==> src/design/sia_pkg.sv <==
// Shared types and constants for the spatial inertia apply block.
// Used by sia_mul and spatial_inertia_apply; depends on nothing.
`timescale 1ns / 1ps

package sia_pkg;

  localparam int CFG_DATA_W  = 64;
  localparam int CFG_INDEX_W = 3;
  localparam int HALF_W      = 32;

  typedef enum logic {
    OP_PRODUCT = 1'b0,
    OP_BIAS    = 1'b1
  } op_t;

  typedef enum logic [CFG_INDEX_W-1:0] {
    REG_MASS          = 3'd0,
    REG_MOMENT_X      = 3'd1,
    REG_MOMENT_Y      = 3'd2,
    REG_MOMENT_Z      = 3'd3,
    REG_INERTIA_XX_YY = 3'd4,
    REG_INERTIA_ZZ_XY = 3'd5,
    REG_INERTIA_XZ_YZ = 3'd6
  } cfg_reg_t;

  // cross product a x b: term k is a[CROSS_A[k]] * b[CROSS_B[k]],
  // component i = term 2i - term 2i+1
  localparam int unsigned CROSS_A [6] = '{1, 2, 2, 0, 0, 1};
  localparam int unsigned CROSS_B [6] = '{2, 1, 0, 2, 1, 0};

  typedef struct packed {
    logic part;
    logic prod;
  } mul_en_t;

endpackage

==> src/design/sia_mul.sv <==
// Two-stage fixed-point multiplier: split partial products, then sum,
// arithmetic shift and saturate. Depends on sia_pkg.
`timescale 1ns / 1ps

module sia_mul #(
  parameter int DW = 32,
  parameter int FW = 16
) (
  input  logic                 clk,
  input  sia_pkg::mul_en_t     en,
  input  logic signed [DW-1:0] a,
  input  logic signed [DW-1:0] b,
  output logic signed [DW-1:0] q,
  output logic                 ovf
);

  localparam int H  = DW / 2;
  localparam int HW = DW - H;
  localparam int PW = 2 * DW;
  localparam logic [DW-1:0] VMAX = {1'b0, {(DW-1){1'b1}}};
  localparam logic [DW-1:0] VMIN = {1'b1, {(DW-1){1'b0}}};

  logic signed [DW+H:0]    plo_r, plo_nxt;
  logic signed [DW+HW-1:0] phi_r, phi_nxt;
  logic signed [PW-1:0]    prod;
  logic [DW-FW:0]          top;
  logic signed [DW-1:0]    q_r, q_nxt;
  logic                    ovf_r, ovf_nxt;

  always_comb begin
    plo_nxt = (DW+H+1)'(a) * (DW+H+1)'($signed({1'b0, b[H-1:0]}));
    phi_nxt = (DW+HW)'(a) * (DW+HW)'($signed(b[DW-1:H]));
  end

  always_comb begin
    prod    = (PW'(phi_r) <<< H) + PW'(plo_r);
    top     = prod[PW-1:FW+DW-1];
    ovf_nxt = !((&top) || !(|top));
    if (ovf_nxt) begin
      q_nxt = prod[PW-1] ? VMIN : VMAX;
    end else begin
      q_nxt = prod[FW+DW-1:FW];
    end
  end

  always_ff @(posedge clk) begin
    if (en.part) begin
      plo_r <= plo_nxt;
      phi_r <= phi_nxt;
    end
    if (en.prod) begin
      q_r   <= q_nxt;
      ovf_r <= ovf_nxt;
    end
  end

  assign q   = q_r;
  assign ovf = ovf_r;

endmodule

==> config.mk <==
export PLATFORM = sky130hd
export DESIGN_NAME = sia_mul
export DESIGN_NICKNAME = d
export VERILOG_FILES = /design/src/design/sia_pkg.sv /design/src/design/sia_mul.sv
export SDC_FILE = /design/constraint.sdc
export NUM_CORES = 2
export LEC_CHECK = 0
export BUFFER_PORTS_ARGS = -buffer_cell sky130_fd_sc_hd__buf_2
export CORE_MARGIN = 3
export CORE_UTILIZATION = 40
export DETAILED_ROUTE_END_ITERATION = 10
export GPL_TIMING_DRIVEN = 1
export SYNTH_ARGS = -nofsm -noshare
export SYNTH_HDL_FRONTEND = slang
export SYNTH_SLANG_ARGS = --single-unit
==> constraint.sdc <==
create_clock -name clk -period 10.5 [get_ports clk]
set_input_delay 1.05 -clock clk [delete_from_list [all_inputs] [get_ports clk]]
set_output_delay 1.05 -clock clk [all_outputs]
set_load 0.02 [all_outputs]
==> results.toml <==
[yosys]
synth_flop_cell = "edfxtp_1"
synth_area_um2 = 41900
syn-num-nets = 5897
yosysSeqAreaShare_pct = 8.17
async_flop_share_pct = 0
syn_area_per_cell_um2 = 9.15
synth.distinct_cells = 85
yosysWarnings = 0
synth_edf_count = 114
ys_ff_latch = 114
netlist_instances = 4580

[detailed_routing]
wl_met3_mm = 6.73
drt_iter0_drc = 1826
met1_length_mm = 49.0
wl_met2_mm = 52.8
drt-total-wl_mm = 112
postRouteAntennaNets = 0
vias = 30025
drt_pass1_iterations = 5
top_layer = "met5"
drcViolationCount = 0
wire_per_inst_um = 18.9
drt-vias-per-instance = 5.08

[setup_path]
start_kind = "primary input"
path_cells = "buf_2 -> nand2_1 -> fa_1 -> fa_1 -> fa_1 -> inv_1 -> fa_1 -> fa_1 -> inv_1 -> fa_1 -> inv_1 -> ha_1 -> o21a_1 -> o21ai_0 -> a21oi_1 -> a21oi_1 -> a211oi_1 -> a41oi_1 -> a211oi_1 -> or2_2 -> o41ai_2 -> mux2i_1 -> a211oi_1"
r2r-end = "q[17]"
rrSetupSlack_ps = 5820
path_buf_inv = 4
critPathKind = "in2reg"
required_ps = 10720
arrival_ps = 8400
crit_path_frequent_cell = "fa_1"
cpMaxStageDelayCell = "buf_2"
rr_startpoint = "plo_r[48]"
crit_fanout = 32
path_delay_family = "adder cells"
worstSetupEndpointType = "register"
r2r_cells = 13
critPathMaxStageDelay_ps = 650

[sta]
tightest_slew_ps = 947
finalMaxSlewViolations = 0
rsz0062_at_grt = "no"
hold_violations = 0
min_period_ps = 8190
fin_crit_sh_pct = 78.0
max_freq_ghz = 0.122
max_slew_margin_pct = 36.9
fin_ws_ps = 2310
setup_viol = 0
setup_tns_ps = 0
clock_skew_ps = 18.6

[hold_path]
worstHoldEndpoint = "q[0]"
hold_path_class = "reg2reg"
hp-start = "phi_r[0]"
min_path_cells = 2

[final_layout]
area_delta_synth_final_pct = 5.17
stdcell_count = 5905
final_common_cell = "inv_1"
final_layout_size_suffix_gt1_share_pct = 4.40
nets = 5823
utilization_pct = 42.5
mostFrequentLayoutCells = "inv_1, fa_1, nand2_1, and2_1, ha_1"

[clocking]
postCtsSetupRepairBufs = 0
htreeDepth = 4
path_clk_slew_ps = 70
cts.path.max_buffers = 2
cts_resized = 0
cts-root-buf = "clkbuf_16"
cts_tree = "built"
numCtsBuffers = 17
cts_sinks = 114
worstSkewPairLatency_ps = 480
holdBufCountCts = 0

[floorplanning]
fp.dieH_um = 330
die_w_um = 330
start_util_pct = 40.4
design.core.area_um2 = 104000
die_area_um2 = 109000
io-pin-count = 100
num_rows = 118

[global_route]
grt_max_degree = 51
grt_usage_pct = 21.9
antenna_found_initial = 12
first_global_vias = 33139
overflow = 0
grt_pass1_wl_mm = 184

[place]
hpwl_mm = 89.1
pre_cts_ws_ps = 1800
dp_cells = 5867
globalplace.congestion = 0.885
portBuffers = 99

[run]
cap_violations = 0

[status]
outcome = "finished, final reports clean"
-- worst min-delay path, cell delays in order, from the launching register on --
cell and delay, ps:
edfxtp_1 320, ha_1 140, a21o_1 100
-- cells by family (layout without fill, tap and decap cells) --
family | count (synthesis) | after routing | share of synthesized area (%)
muxes | 6 | 6 | 0.146
xor gates and xnor gates | 126 | 126 | 2.63
adders and majority gates | 1250 | 1250 | 54.8
AOI/OAI and AO/OA | 403 | 403 | 6.60
DFF | 114 | 114 | 8.17
and+or+nand+nor | 1324 | 1324 | 15.3
buffers and inverters | 1357 | 1296 | 12.4
other | 0 | 6 | 0
-- worst max path at each step --
stage	slack (ps)	endpoint	depth (start not counted)	startpoint
2_1_floorplan	3120	phi_r[41]	23	a[12]
3_3_place_gp	1860	phi_r[43]	23	a[11]
3_5_place_dp	1800	phi_r[43]	23	a[11]
4_1_cts	2290	phi_r[43]	23	a[11]
5_1_grt	1790	phi_r[43]	23	a[11]
6_report	2310	phi_r[43]	23	a[11]
-- cell usage after synthesis (14+ instances only) --
cell | n | area [µm²]
a211oi_1 | 14 | 105
nand4_1 | 23 | 144
o21a_1 | 15 | 113
a21oi_1 | 112 | 561
nand2b_1 | 23 | 144
edfxtp_1 | 114 | 3420
xor2_1 | 37 | 324
ha_1 | 276 | 3450
and3_1 | 18 | 113
nor3_1 | 16 | 80.1
fa_1 | 974 | 19500
o211ai_1 | 16 | 120
o21ai_0 | 52 | 260
inv_1 | 1130 | 4240
nand3_1 | 29 | 145
a21o_1 | 88 | 661
nand2_1 | 658 | 2470
nor2b_1 | 17 | 106
clkbuf_1 | 201 | 754
xnor2_1 | 89 | 780
o21bai_1 | 20 | 150
nor2_1 | 94 | 353
and2_1 | 408 | 2550
-- flip-flops by register name, indices dropped and copies added (netlist names) --
signal  count
phi_r      48
plo_r      33
q          32
ovf         1
-- stage by stage --
step / hold WS, ps / area (µm²)
after floorplan: 605 / 41900
after global placement: 664 / 43400
after detailed placement: 649 / 43400
after CTS: 676 / 44100
after global routing: 740 / 44100
final: 669 / 44100
-- final cells by class --
class	instances	area [µm²]
antenna	6	15.0
clock buffer	17	425
clock inverter	15	198
fill	10297	59700
inverter	1131	4250
multi-input combinational	3109	33300
sequential	114	3420
tap	1380	1730
timing repair buffer	133	753
-- routing by layer --
layer,vias to the layer above,track usage (%)
met4,12,6.31
met5,-,0
li1,13408,-
met3,165,3.17
met1,15612,29.9
met2,828,36.4
Power is not shown: default switching activity piles up to over one toggle a cycle in this logic, so the estimate is an artifact.
